==> config.mk <==
export PLATFORM = sky130hd
export DESIGN_NAME = ring_clock_face_renderer_flat
export DESIGN_NICKNAME = d
export VERILOG_FILES = /design/src/design/rcf_pkg.sv /design/src/design/rcf_if.sv /design/src/design/ring_clock_face_renderer.sv /design/src/flat_wrapper.sv
export SDC_FILE = /design/constraint.sdc
export NUM_CORES = 1
export LEC_CHECK = 0
export BUFFER_PORTS_ARGS = -buffer_cell sky130_fd_sc_hd__clkbuf_2
export CAP_MARGIN = 20
export CORE_MARGIN = 2
export CORE_UTILIZATION = 55
export DETAILED_ROUTE_END_ITERATION = 12
export PLACE_DENSITY = 0.82
export SYNTH_ARGS = -nofsm -noshare
export SYNTH_HDL_FRONTEND = slang
export SYNTH_SLANG_ARGS = --single-unit
export TNS_END_PERCENT = 20
==> constraint.sdc <==
create_clock -name clk -period 21.9 [get_ports clk]
set_clock_uncertainty 0.05 [all_clocks]
set_input_delay 2.19 -clock clk [delete_from_list [all_inputs] [get_ports clk]]
set_output_delay 2.19 -clock clk [all_outputs]
set_load 0.02 [all_outputs]
==> src/design/rcf_pkg.sv <==
// ----------------------------------------------------------------------------
// rcf_pkg
// shared widths, register indexes, reset values and helpers of the ring clock
// face renderer
// ----------------------------------------------------------------------------
package rcf_pkg;

  // field widths
  localparam int HOURS_W  = 5;
  localparam int MIN_W    = 6;
  localparam int SEC_W    = 6;
  localparam int LIGHT_W  = 10;
  localparam int LED_W    = 6;
  localparam int COLOR_W  = 24;
  localparam int BRIGHT_W = 8;
  localparam int OFFSET_W = 6;
  localparam int HALF_W   = 5;
  localparam int CFG_IDX_W = 3;

  // ring size default
  localparam int RING_LEDS_DEF = 60;

  // configuration register indexes
  localparam logic [CFG_IDX_W-1:0] REG_HOUR_COLOR   = 3'd0;
  localparam logic [CFG_IDX_W-1:0] REG_MINUTE_COLOR = 3'd1;
  localparam logic [CFG_IDX_W-1:0] REG_SECOND_COLOR = 3'd2;
  localparam logic [CFG_IDX_W-1:0] REG_RING_OFFSET  = 3'd3;
  localparam logic [CFG_IDX_W-1:0] REG_HOUR_HALF    = 3'd4;

  // register reset values
  localparam logic [COLOR_W-1:0]  HOUR_COLOR_RST   = 24'hFF0000;
  localparam logic [COLOR_W-1:0]  MINUTE_COLOR_RST = 24'h00FF00;
  localparam logic [COLOR_W-1:0]  SECOND_COLOR_RST = 24'h0000FF;
  localparam logic [OFFSET_W-1:0] RING_OFFSET_RST  = 6'd0;
  localparam logic [HALF_W-1:0]   HOUR_HALF_RST    = 5'd1;

  // brightness mapping and filter
  localparam int HOUR_STEP   = 5;
  localparam int LIGHT_KNEE  = 512;
  localparam int BRIGHT_FULL = 255;
  localparam int BRIGHT_TOP  = 234;
  localparam int BRIGHT_MIN  = 3;
  localparam int DROP_LIMIT  = BRIGHT_TOP - BRIGHT_MIN;
  localparam int FILT_KEEP   = 29;
  localparam int FILT_DIV    = 30;
  localparam int RECIP_SH    = 16;
  localparam logic [16:0] FILT_RECIP = 17'((1 << RECIP_SH) / FILT_DIV);

  typedef logic [COLOR_W-1:0] color_t;

  // x mod n for x below 256, n from 12 to 63; recip is floor(2^16 / n)
  function automatic logic [LED_W-1:0] mod_ring(input logic [7:0] x,
                                                 input logic [6:0] n,
                                                 input logic [16:0] recip);
    logic [24:0] prod;
    logic [7:0]  q;
    logic [14:0] qn;
    logic [7:0]  r;
    prod = 25'(x) * 25'(recip);
    q    = prod[23:16];
    qn   = 15'(q) * 15'(n);
    r    = x - qn[7:0];
    // estimate is short by at most one
    if (r >= {1'b0, n}) r = r - {1'b0, n};
    return r[LED_W-1:0];
  endfunction

endpackage

==> src/design/rcf_if.sv <==
// ----------------------------------------------------------------------------
// rcf_if
// channel interfaces of the ring clock face renderer: time items in, pixel
// items out, register writes
// ----------------------------------------------------------------------------
interface rcf_in_if;
  logic                             valid;
  logic                             ready;
  logic [rcf_pkg::HOURS_W-1:0]      hours;
  logic [rcf_pkg::MIN_W-1:0]        minutes;
  logic [rcf_pkg::SEC_W-1:0]        seconds;
  logic [rcf_pkg::LIGHT_W-1:0]      light_sample;

  modport source (output valid, hours, minutes, seconds, light_sample, input ready);
  modport sink   (input valid, hours, minutes, seconds, light_sample, output ready);
endinterface

interface rcf_out_if;
  logic                             valid;
  logic                             ready;
  logic [rcf_pkg::LED_W-1:0]        led_index;
  logic [rcf_pkg::COLOR_W-1:0]      led_color;
  logic [rcf_pkg::BRIGHT_W-1:0]     brightness;
  logic                             last;

  modport source (output valid, led_index, led_color, brightness, last, input ready);
  modport sink   (input valid, led_index, led_color, brightness, last, output ready);
endinterface

interface rcf_cfg_if;
  logic                             valid;
  logic                             ready;
  logic [rcf_pkg::CFG_IDX_W-1:0]    index;
  logic [rcf_pkg::COLOR_W-1:0]      data;

  modport source (output valid, index, data, input ready);
  modport sink   (input valid, index, data, output ready);
endinterface

==> src/design/ring_clock_face_renderer.sv <==
// ----------------------------------------------------------------------------
// ring_clock_face_renderer
// paints hour, minute and second hands on an LED ring, one pixel item per LED
// ----------------------------------------------------------------------------
// in_ch takes one item per frame: hours, minutes, seconds and a light sample.
// out_ch returns RING_LEDS pixel items per frame in ascending led_index order,
// each with its colour, the smoothed brightness of the frame and last set on
// the final LED. cfg_ch writes the colours, the ring offset and the hour hand
// half width; it is always ready, and the user must see that it is written
// only while the block is idle, which the block itself does not enforce. An
// accepted item sits in the input register and moves to the frame generator
// once the generator is free (hand positions and brightness filter are
// computed on that move); its first pixel then enters the output register
// when out_ch can take it. The generator emits one pixel per cycle while
// out_ch does not stall; the next item waits in the input register while a
// frame is being emitted. When out_ch stalls, the output register holds and
// the generator stops. Reset restores the register defaults, clears the
// brightness filter to zero and drops all pending items.
// ----------------------------------------------------------------------------
module ring_clock_face_renderer #(
  parameter int RING_LEDS = rcf_pkg::RING_LEDS_DEF
) (
  input  logic       clk,
  input  logic       rst_n,
  rcf_in_if.sink     in_ch,
  rcf_out_if.source  out_ch,
  rcf_cfg_if.sink    cfg_ch
);

  localparam logic [6:0]  RING_N     = 7'(RING_LEDS);
  localparam logic [16:0] RING_RECIP = 17'((1 << rcf_pkg::RECIP_SH) / RING_LEDS);
  localparam logic [rcf_pkg::LED_W-1:0] LAST_IDX = rcf_pkg::LED_W'(RING_LEDS - 1);

  // configuration
  rcf_pkg::color_t                  hour_color_r, minute_color_r, second_color_r;
  logic [rcf_pkg::OFFSET_W-1:0]     ring_offset_r;
  logic [rcf_pkg::HALF_W-1:0]       hour_half_r;

  // input register
  logic                             pend_valid_r;
  logic [rcf_pkg::HOURS_W-1:0]      pend_hours_r;
  logic [rcf_pkg::MIN_W-1:0]        pend_min_r;
  logic [rcf_pkg::SEC_W-1:0]        pend_sec_r;
  logic [rcf_pkg::LIGHT_W-1:0]      pend_light_r;

  // frame generator
  logic                             act_valid_r;
  logic [rcf_pkg::LED_W-1:0]        idx_r;
  logic [rcf_pkg::LED_W-1:0]        centre_r, min_led_r, sec_led_r;
  logic [rcf_pkg::BRIGHT_W-1:0]     bright_r;

  // output register
  logic                             out_valid_r;
  logic [rcf_pkg::LED_W-1:0]        out_idx_r;
  rcf_pkg::color_t                  out_color_r;
  logic [rcf_pkg::BRIGHT_W-1:0]     out_bright_r;
  logic                             out_last_r;

  logic in_fire, out_take, gen_fire, idx_last, act_free, load;

  assign cfg_ch.ready = 1'b1;

  always_ff @(posedge clk) begin
    if (!rst_n) begin
      hour_color_r   <= rcf_pkg::HOUR_COLOR_RST;
      minute_color_r <= rcf_pkg::MINUTE_COLOR_RST;
      second_color_r <= rcf_pkg::SECOND_COLOR_RST;
      ring_offset_r  <= rcf_pkg::RING_OFFSET_RST;
      hour_half_r    <= rcf_pkg::HOUR_HALF_RST;
    end else if (cfg_ch.valid) begin
      case (cfg_ch.index)
        rcf_pkg::REG_HOUR_COLOR:   hour_color_r   <= cfg_ch.data;
        rcf_pkg::REG_MINUTE_COLOR: minute_color_r <= cfg_ch.data;
        rcf_pkg::REG_SECOND_COLOR: second_color_r <= cfg_ch.data;
        rcf_pkg::REG_RING_OFFSET:  ring_offset_r  <= cfg_ch.data[rcf_pkg::OFFSET_W-1:0];
        rcf_pkg::REG_HOUR_HALF:    hour_half_r    <= cfg_ch.data[rcf_pkg::HALF_W-1:0];
        default: ;
      endcase
    end
  end

  // handshake control
  assign out_take    = !out_valid_r || out_ch.ready;
  assign gen_fire    = act_valid_r && out_take;
  assign idx_last    = (idx_r == LAST_IDX);
  assign act_free    = !act_valid_r || (gen_fire && idx_last);
  assign load        = pend_valid_r && act_free;
  assign in_ch.ready = !pend_valid_r || load;
  assign in_fire     = in_ch.valid && in_ch.ready;

  always_ff @(posedge clk) begin
    if (!rst_n) begin
      pend_valid_r <= 1'b0;
    end else if (in_fire) begin
      pend_valid_r <= 1'b1;
    end else if (load) begin
      pend_valid_r <= 1'b0;
    end
  end

  always_ff @(posedge clk) begin
    if (in_fire) begin
      pend_hours_r <= in_ch.hours;
      pend_min_r   <= in_ch.minutes;
      pend_sec_r   <= in_ch.seconds;
      pend_light_r <= in_ch.light_sample;
    end
  end

  // hand positions
  logic [7:0]                   hour_sum, min_sum, sec_sum;
  logic [rcf_pkg::LED_W-1:0]    centre_nxt, min_led_nxt, sec_led_nxt;

  always_comb begin
    hour_sum    = 8'(pend_hours_r) * 8'(rcf_pkg::HOUR_STEP) + 8'(ring_offset_r);
    min_sum     = 8'(pend_min_r) + 8'(ring_offset_r);
    sec_sum     = 8'(pend_sec_r) + 8'(ring_offset_r);
    centre_nxt  = rcf_pkg::mod_ring(hour_sum, RING_N, RING_RECIP);
    min_led_nxt = rcf_pkg::mod_ring(min_sum, RING_N, RING_RECIP);
    sec_led_nxt = rcf_pkg::mod_ring(sec_sum, RING_N, RING_RECIP);
  end

  // target brightness and moving average
  logic [7:0]                   drop, target;
  logic [12:0]                  filt_sum, quot_d, filt_rem;
  logic [29:0]                  filt_prod;
  logic [7:0]                   quot;
  logic [rcf_pkg::BRIGHT_W-1:0] bright_nxt;

  always_comb begin
    // above the knee the light sample drops brightness by half its excess
    drop = pend_light_r[8:1];
    if (!pend_light_r[9]) begin
      target = 8'(rcf_pkg::BRIGHT_FULL);
    end else if (drop >= 8'(rcf_pkg::DROP_LIMIT)) begin
      target = 8'(rcf_pkg::BRIGHT_MIN);
    end else begin
      target = 8'(rcf_pkg::BRIGHT_TOP) - drop;
    end
    filt_sum   = 13'(bright_r) * 13'(rcf_pkg::FILT_KEEP) + 13'(target);
    filt_prod  = 30'(filt_sum) * 30'(rcf_pkg::FILT_RECIP);
    quot       = filt_prod[23:16];
    quot_d     = 13'(quot) * 13'(rcf_pkg::FILT_DIV);
    filt_rem   = filt_sum - quot_d;
    bright_nxt = (filt_rem >= 13'(rcf_pkg::FILT_DIV)) ? quot + 8'd1 : quot;
  end

  always_ff @(posedge clk) begin
    if (!rst_n) begin
      act_valid_r <= 1'b0;
      idx_r       <= '0;
      bright_r    <= '0;
    end else if (load) begin
      act_valid_r <= 1'b1;
      idx_r       <= '0;
      bright_r    <= bright_nxt;
    end else if (gen_fire) begin
      act_valid_r <= !idx_last;
      idx_r       <= idx_r + 1'b1;
    end
  end

  always_ff @(posedge clk) begin
    if (load) begin
      centre_r  <= centre_nxt;
      min_led_r <= min_led_nxt;
      sec_led_r <= sec_led_nxt;
    end
  end

  // pixel colour: second over minute over hour
  logic [6:0]      dist_fwd, dist_back, half_ext;
  logic            hour_lit;
  rcf_pkg::color_t pix_color;

  always_comb begin
    if (idx_r >= centre_r) begin
      dist_fwd = 7'(idx_r) - 7'(centre_r);
    end else begin
      dist_fwd = 7'(idx_r) + RING_N - 7'(centre_r);
    end
    dist_back = RING_N - dist_fwd;
    half_ext  = 7'(hour_half_r);
    hour_lit  = (dist_fwd <= half_ext) || (dist_back <= half_ext);
    if (idx_r == sec_led_r) begin
      pix_color = second_color_r;
    end else if (idx_r == min_led_r) begin
      pix_color = minute_color_r;
    end else if (hour_lit) begin
      pix_color = hour_color_r;
    end else begin
      pix_color = '0;
    end
  end

  always_ff @(posedge clk) begin
    if (!rst_n) begin
      out_valid_r <= 1'b0;
    end else if (out_take) begin
      out_valid_r <= act_valid_r;
    end
  end

  always_ff @(posedge clk) begin
    if (gen_fire) begin
      out_idx_r    <= idx_r;
      out_color_r  <= pix_color;
      out_bright_r <= bright_r;
      out_last_r   <= idx_last;
    end
  end

  assign out_ch.valid      = out_valid_r;
  assign out_ch.led_index  = out_idx_r;
  assign out_ch.led_color  = out_color_r;
  assign out_ch.brightness = out_bright_r;
  assign out_ch.last       = out_last_r;

  // checks
  a_last_on_final_led: assert property (@(posedge clk) disable iff (!rst_n)
    out_valid_r |-> (out_last_r == (out_idx_r == LAST_IDX)))
    else $error("last flag does not match final led index");

  a_index_steps: assert property (@(posedge clk) disable iff (!rst_n)
    (gen_fire && !idx_last && !load) |=> (idx_r == $past(idx_r) + 1'b1))
    else $error("led index did not advance by one");

  a_load_restarts: assert property (@(posedge clk) disable iff (!rst_n)
    load |=> (act_valid_r && idx_r == '0))
    else $error("frame load did not restart at led zero");

  a_hold_when_busy: assert property (@(posedge clk) disable iff (!rst_n)
    (pend_valid_r && !act_free) |-> !in_ch.ready)
    else $error("input ready while the pending item cannot move");

endmodule
==> src/flat_wrapper.sv <==
// flat-port wrapper written by rule: the top's interface ports become plain ports
module ring_clock_face_renderer_flat 
#(
  parameter int RING_LEDS = rcf_pkg::RING_LEDS_DEF
)
  (clk, rst_n, in_ch_valid, in_ch_hours, in_ch_minutes, in_ch_seconds, in_ch_light_sample, in_ch_ready, out_ch_valid, out_ch_led_index, out_ch_led_color, out_ch_brightness, out_ch_last, out_ch_ready, cfg_ch_valid, cfg_ch_index, cfg_ch_data, cfg_ch_ready);
  rcf_in_if in_ch_i ();
  rcf_out_if out_ch_i ();
  rcf_cfg_if cfg_ch_i ();
  input  logic clk;
  input  logic rst_n;
  input wire logic [$bits(in_ch_i.valid)-1:0] in_ch_valid;
  input wire logic [$bits(in_ch_i.hours)-1:0] in_ch_hours;
  input wire logic [$bits(in_ch_i.minutes)-1:0] in_ch_minutes;
  input wire logic [$bits(in_ch_i.seconds)-1:0] in_ch_seconds;
  input wire logic [$bits(in_ch_i.light_sample)-1:0] in_ch_light_sample;
  output wire logic [$bits(in_ch_i.ready)-1:0] in_ch_ready;
  output wire logic [$bits(out_ch_i.valid)-1:0] out_ch_valid;
  output wire logic [$bits(out_ch_i.led_index)-1:0] out_ch_led_index;
  output wire logic [$bits(out_ch_i.led_color)-1:0] out_ch_led_color;
  output wire logic [$bits(out_ch_i.brightness)-1:0] out_ch_brightness;
  output wire logic [$bits(out_ch_i.last)-1:0] out_ch_last;
  input wire logic [$bits(out_ch_i.ready)-1:0] out_ch_ready;
  input wire logic [$bits(cfg_ch_i.valid)-1:0] cfg_ch_valid;
  input wire logic [$bits(cfg_ch_i.index)-1:0] cfg_ch_index;
  input wire logic [$bits(cfg_ch_i.data)-1:0] cfg_ch_data;
  output wire logic [$bits(cfg_ch_i.ready)-1:0] cfg_ch_ready;
  assign in_ch_i.valid = in_ch_valid;
  assign in_ch_i.hours = in_ch_hours;
  assign in_ch_i.minutes = in_ch_minutes;
  assign in_ch_i.seconds = in_ch_seconds;
  assign in_ch_i.light_sample = in_ch_light_sample;
  assign in_ch_ready = in_ch_i.ready;
  assign out_ch_valid = out_ch_i.valid;
  assign out_ch_led_index = out_ch_i.led_index;
  assign out_ch_led_color = out_ch_i.led_color;
  assign out_ch_brightness = out_ch_i.brightness;
  assign out_ch_last = out_ch_i.last;
  assign out_ch_i.ready = out_ch_ready;
  assign cfg_ch_i.valid = cfg_ch_valid;
  assign cfg_ch_i.index = cfg_ch_index;
  assign cfg_ch_i.data = cfg_ch_data;
  assign cfg_ch_ready = cfg_ch_i.ready;
  ring_clock_face_renderer #(.RING_LEDS(RING_LEDS)) u_core (.clk(clk), .rst_n(rst_n), .in_ch(in_ch_i), .out_ch(out_ch_i), .cfg_ch(cfg_ch_i));
endmodule
* Word level (Yosys, flattened, before mapping)
Index checks and enable logic that the tools add are counted.
Operators by class: add/sub/neg operators 18, $mul 10, div/mod/pow operators 0, magnitude comparators 8, eq/ne operators 7, shift operators 0, mux-type cells 14, bitwise logic cells 1, reduce and logical (&&, ||, !) cells 21
Operators by type and width (number):
- two-way mux 24 bit | 3
- multiplier 8 x 9 -> 17 bit (second input constant) | 3
- greater-or-equal comparator 8 x 6 -> 1 bit (second input constant) | 3
- two-way mux 8 bit | 3
- multiplier 13 x 9 -> 21 bit (second input constant) | 1
- multiplier 3 x 4 -> 6 bit (second input constant) | 3
- two-way mux 6 bit | 3
- subtractor 6 bit (second input constant) | 3
- subtractor 7 x 8 -> 8 bit | 2
- adder 6 x 6 -> 7 bit | 2
- <= comparator 7 x 5 -> 1 bit | 2
- adder 13 x 8 -> 13 bit | 1
- greater-or-equal comparator 13 x 5 -> 1 bit (second input constant) | 1
- multiplier 8 x 5 -> 13 bit (second input constant) | 1
- subtractor 13 bit | 1
- == test 6 bit | 2
- multiplier 8 x 4 -> 12 bit (second input constant) | 1
- AND reduction 2 bit | 5
- adder 8 x 1 -> 8 bit (second input constant) | 1
- adder 8 x 6 -> 8 bit | 1
- greater-or-equal comparator 8 bit (second input constant) | 1
- multiplier 5 x 3 -> 8 bit (second input constant) | 1
- subtractor 8 bit | 1
- subtractor 8 bit (first input constant) | 1
- 19 further kinds | 33
Storage, ports and cells: flip-flop bits (word level) 184, bits in latches 0, RAM bits 0, ROM bits 0, input bits 59, output and inout bits 42, word-level logic and storage cells 100, memories 0

* Depth between registers and ports, before layout
depth in word-level cells 9, depth in mapped cells 50, mapped depth without buffers 50

* Worst setup path after synthesis
No wires, ideal clock.
kind register -> register, start register u_core.pend_light_r[1] in the netlist's numbering, end register u_core.bright_r[3] in the netlist's numbering, arrival time 10.559 ns, required time 21.759 ns, path slack 11.200 ns, stages on the path, launching flop included 48, clock period less this slack 10.700 ns, path through edfxtp_1 > ha_1 > o21a_1 > o21ai_0 > xnor2_1 > o21ai_0 > ha_1 > inv_1 > fa_1 > fa_1 > inv_1 > ha_1 > and3_1 > a21oi_1 > a31oi_1 > a21o_1 > a21oi_1 > xnor2_1 > [... 12 more ...] > fa_1 > inv_1 > ha_1 > o21ai_0 > a21oi_1 > o21ai_0 > nand2b_1 > xnor2_1 > ha_1 > nand2_1 > nor2_1 > a211oi_1 > o21ai_2 > xnor2_2 > xnor3_2 > and2_4 > or3_1 > a311oi_1
On the way: word-level cells in the longest chain between the ends 9
RTL lines:
- from (decl) | RTL line ring_clock_face_renderer.sv:44 | logic [rcf_pkg::LIGHT_W-1:0] pend_light_r;
- from (signal assigned) | RTL line ring_clock_face_renderer.sv:106 | pend_light_r <= in_ch.light_sample;
- subtractor 8 bit / greater-or-equal comparator 8 bit (equally long branches) | RTL line ring_clock_face_renderer.sv:138, ring_clock_face_renderer.sv:135
- two-way mux 8 bit (*) | RTL line ring_clock_face_renderer.sv:135 | end else if (drop >= 8'(rcf_pkg::DROP_LIMIT)) begin
- two-way mux 8 bit (*) | RTL line ring_clock_face_renderer.sv:133 | if (!pend_light_r[9]) begin
- adder 13 x 8 -> 13 bit (*) | RTL line ring_clock_face_renderer.sv:140 | filt_sum = 13'(bright_r) * 13'(rcf_pkg::FILT_KEEP) + 13'(target);
- multiplier 13 x 9 -> 21 bit | RTL line ring_clock_face_renderer.sv:141 | filt_prod = 30'(filt_sum) * 30'(rcf_pkg::FILT_RECIP);
- multiplier 8 x 4 -> 12 bit | RTL line ring_clock_face_renderer.sv:143 | quot_d = 13'(quot) * 13'(rcf_pkg::FILT_DIV);
- subtractor 13 bit | RTL line ring_clock_face_renderer.sv:144 | filt_rem = filt_sum - quot_d;
- greater-or-equal comparator 13 x 5 -> 1 bit | RTL line ring_clock_face_renderer.sv:145 | bright_nxt = (filt_rem >= 13'(rcf_pkg::FILT_DIV)) ? quot + 8'd1 : quot;
- two-way mux 8 bit (*) | RTL line ring_clock_face_renderer.sv:145
- to (signal assigned) | RTL line ring_clock_face_renderer.sv:156 | bright_r <= bright_nxt;
- to (decl) | RTL line ring_clock_face_renderer.sv:50 | logic [rcf_pkg::BRIGHT_W-1:0] bright_r;
Mark *: on every way between the ends. The rest lies on a longest branch, timed or not. A chain may end at the register's enable or synchronous reset.

* Worst setup path after layout
Same ends and word-level chain as after synthesis.

==> impl_results.md <==
- Die height: 161 um
- Worst Path Required: 22,210 ps
- Asr flop ratio synth: 0
- Post-CTS Setup Repair Bufs: 0
- Reg-to-Reg Start: u_core.pend_light_r[1]$_DFFE_PP_
- Arrival time worst endpoint: 12,510 ps
- RSZ-0062 raised after global routing: no
- Post-CTS resize count: 0
- CTS tree: built
- Max frequency: 81.9 MHz
- Endpoint, Worst Hold: u_core.minute_color_r[22]$_SDFFE_PN0P_
- Syn nets: 1,735
- Iteration-0 DRC Markers: 840
- Worst-Margin Slew: 1070 ps
- Detail Route Antenna Nets: 0
- Most used DFF post-synth: dfxtp_1
- Hold path start: u_core.minute_color_r[22]$_SDFFE_PN0P_
- Global-route wire length before repair: 48,500 um
- Skew-Pair Late Insertion Delay: 450 ps
- Vias: 10,400
- Register area share after synthesis: 0.330
- Critical Path Sink Type: flop
- Tmin final: 12,210 ps
- Area after DPL: 0.0145 mm2
- YS warnings: 0
- Clock sink total: 183
- Avg Vias per Cell: 5.67
- Worst hold path class: flop to flop
- Max Cap Violations: 0
- Pre-Repair DR Iteration Count: 5
- Slowest Stage Delay on Critical Path: 550 ps
- Clock-pin slew of the registers on the worst-case setup and hold paths: 80 ps
- R2R Setup Slk: 9690 ps
- Post-synthesis cell count: 1,414
- DRC Markers: 0
- Layout area overhead: 10.6%
- Fraction of layout cells with a size suffix above 1: 0.113
- Post-layout net count: 1,824
- Reg2Reg Depth: 50
- Critical path class: flop to flop
- CP Launch Type: flop
- CTS max path bufs: 2
- Reg2reg end: u_core.bright_r[3]$_SDFFE_PN0P_
- #FFs+latches synth: 183
- Inserted Clock Buffers: 17
- WL per Instance: 16.0 um
- Port Buffer Count: 98
- Gr usage total: 0.229
- Final setup vio count: 0
- Placer Congestion: 0.873
- Worst-path fanout max: 7
- Post-CTS Hold Buffers: 0
- FP Rows: 57
- Final worst path period share: 0.557
- Chip width: 161 um
- Fin. Hold Viols: 0
- Die ar.: 0.0261 mm2
- Largest net degree at the start of global routing: 64
- Slowest CP cell: nor4_2
- Max-slew headroom: 0.283
- Initial core utilization: 0.560
- Vias in the first global route: 10,300
- Worst Hold Path Cells: 2
- Max-slew violations: 0
- Number of synthesized flops with an enable pin: 83
- Setup TNS: 0 ps
- Top delay family on crit path: adder cells
- Cell area after synthesis: 0.0136 mm2
- Clock root cell: clkbuf_16
- Syn avg cell area: 9.64 um2
- Area of the core: 0.0243 mm2
- Post-Route WL: 29,400 um
- Initial antenna violation count: 0
- Detail Placement HPWL: 21,700 um
- # diodes: 0
- Outcome: complete, no violations
- Global route overflow: 0
- Total I/O pin count: 101
- Final Instance Area: 0.0151 mm2
- CP Buf/Inv Count: 7
- H-Tree Level Count: 4
- Yosys cell types: 66
==> cell usage in the layout (no fill, tap or decap), drive strengths merged, types with 8 or more instances in the layout <==
cell type,n
inv,157
o21a,8
a31oi,12
a21oi,112
xnor2,72
buf,10
nor2,60
edfxtp,83
nand3,41
nand4,10
nor2b,10
ha,213
o21ai,33
mux2i,13
a211oi,13
clkbuf,115
or2,8
a21o,53
nor3,11
xor2,41
o211ai,8
dfxtp,100
o21bai,10
fa,49
a22o,23
nand2,173
==> worst max path at each step <==
stage / from / endpoint / slack [ps] / depth (start not counted)
finish: u_core.pend_light_r[1]$_DFFE_PP_ / u_core.bright_r[3]$_SDFFE_PN0P_ / 9690 / 50
global route: u_core.pend_light_r[1]$_DFFE_PP_ / u_core.bright_r[3]$_SDFFE_PN0P_ / 8900 / 50
CTS: u_core.pend_light_r[1]$_DFFE_PP_ / u_core.bright_r[3]$_SDFFE_PN0P_ / 9750 / 50
detailed placement: u_core.pend_light_r[1]$_DFFE_PP_ / u_core.bright_r[3]$_SDFFE_PN0P_ / 9830 / 50
global placement: u_core.pend_light_r[1]$_DFFE_PP_ / u_core.bright_r[2]$_SDFFE_PN0P_ / 10200 / 47
floorplan: u_core.pend_light_r[1]$_DFFE_PP_ / u_core.bright_r[3]$_SDFFE_PN0P_ / 11200 / 47
==> synth_stat cells (6+ instances only) <==
cell / number / area [um2]
ha_1: 213 / 2670
nand2_1: 173 / 649
clkbuf_1: 35 / 131
o21a_1: 8 / 60.1
mux2i_1: 13 / 130
a21oi_1: 112 / 561
a211oi_1: 12 / 90.1
mux2_2: 6 / 67.6
a31oi_1: 12 / 75.1
or2_2: 7 / 43.8
o21ai_0: 30 / 150
xor2_1: 41 / 359
nor2b_1: 10 / 62.6
fa_1: 49 / 981
nor2_1: 60 / 225
nand3_1: 41 / 205
nand4_1: 10 / 62.6
inv_1: 148 / 556
edfxtp_1: 83 / 2490
o211ai_1: 8 / 60.1
nand2b_1: 7 / 43.8
and3_1: 6 / 37.5
o21bai_1: 10 / 75.1
xnor2_1: 69 / 604
a22o_1: 23 / 201
nor3_1: 11 / 55.1
a21o_1: 53 / 398
dfxtp_1: 100 / 2000
==> kinds of logic after synthesis <==
| group | Yosys count | synth area share |
|---|---|---|
| fa+ha+maj | 265 | 0.270 |
| buf+inv | 187 | 0.0523 |
| other cells | 1 | 0.000275 |
| simple gates | 346 | 0.113 |
| xor+xnor | 114 | 0.0768 |
| mux | 19 | 0.0145 |
| compound gates | 299 | 0.143 |
| flops | 183 | 0.330 |
==> worst register-to-register path: cells and delay by family, from the launching register on <==
family,cells,cell delay [ps]
xor gates and xnor gates,5,1120
AOI/OAI and AO/OA,18,3470
DFF,1,450
buffers and inverters,7,630
adders and majority gates,12,4560
muxes,1,280
and+or+nand+nor,7,1560
==> metrics by stage <==
| step | std cells | hold WS, ps | utilization | setup WS, ps |
|---|---|---|---|---|
| after floorplan | 1414 | 382 | - | 11200 |
| after global placement | 1807 | 391 | 0.594 | 10200 |
| after detailed placement | 1807 | 396 | 0.594 | 9830 |
| after CTS | 1839 | 407 | 0.619 | 9750 |
| after global routing | 1840 | 421 | 0.620 | 8900 |
| final | 1840 | 406 | 0.620 | 9690 |
==> state kept, by name, indices dropped and copies added, names as in the netlist <==
register / count
u_core.hour_color_r: 24
u_core.minute_color_r: 24
u_core.out_ch.led_color: 24
u_core.second_color_r: 24
u_core.pend_light_r: 9
u_core.bright_r: 8
u_core.out_ch.brightness: 8
u_core.centre_r: 6
u_core.idx_r: 6
u_core.min_led_r: 6
u_core.out_ch.led_index: 6
u_core.pend_min_r: 6
u_core.pend_sec_r: 6
u_core.ring_offset_r: 6
u_core.sec_led_r: 6
u_core.hour_half_r: 5
u_core.pend_hours_r: 5
u_core.act_valid_r: 1
u_core.out_ch.last: 1
u_core.out_ch.valid: 1
u_core.pend_valid_r: 1
==> final cells by class <==
type                    count  area [um2]
clock inverters            15         174
multi-input cells        1044        8430
well taps                 324         405
clock buffers              17         425
flip-flops and latches    183        4490
fillers                  1889        9240
repair buffers            108         586
inverters                 149         559
==> metal layers <==
metal,global-route usage,share of wire,vias up,routed length (um)
met5,0,0,-,0
met4,0.0617,0.016,0,474
met3,0.0354,0.055,41,1630
met2,0.406,0.49,325,14400
met1,0.290,0.44,4982,12900
li1,-,-,5078,-
Power is not shown: default switching activity piles up to over one toggle a cycle in this logic, so the estimate is an artifact.
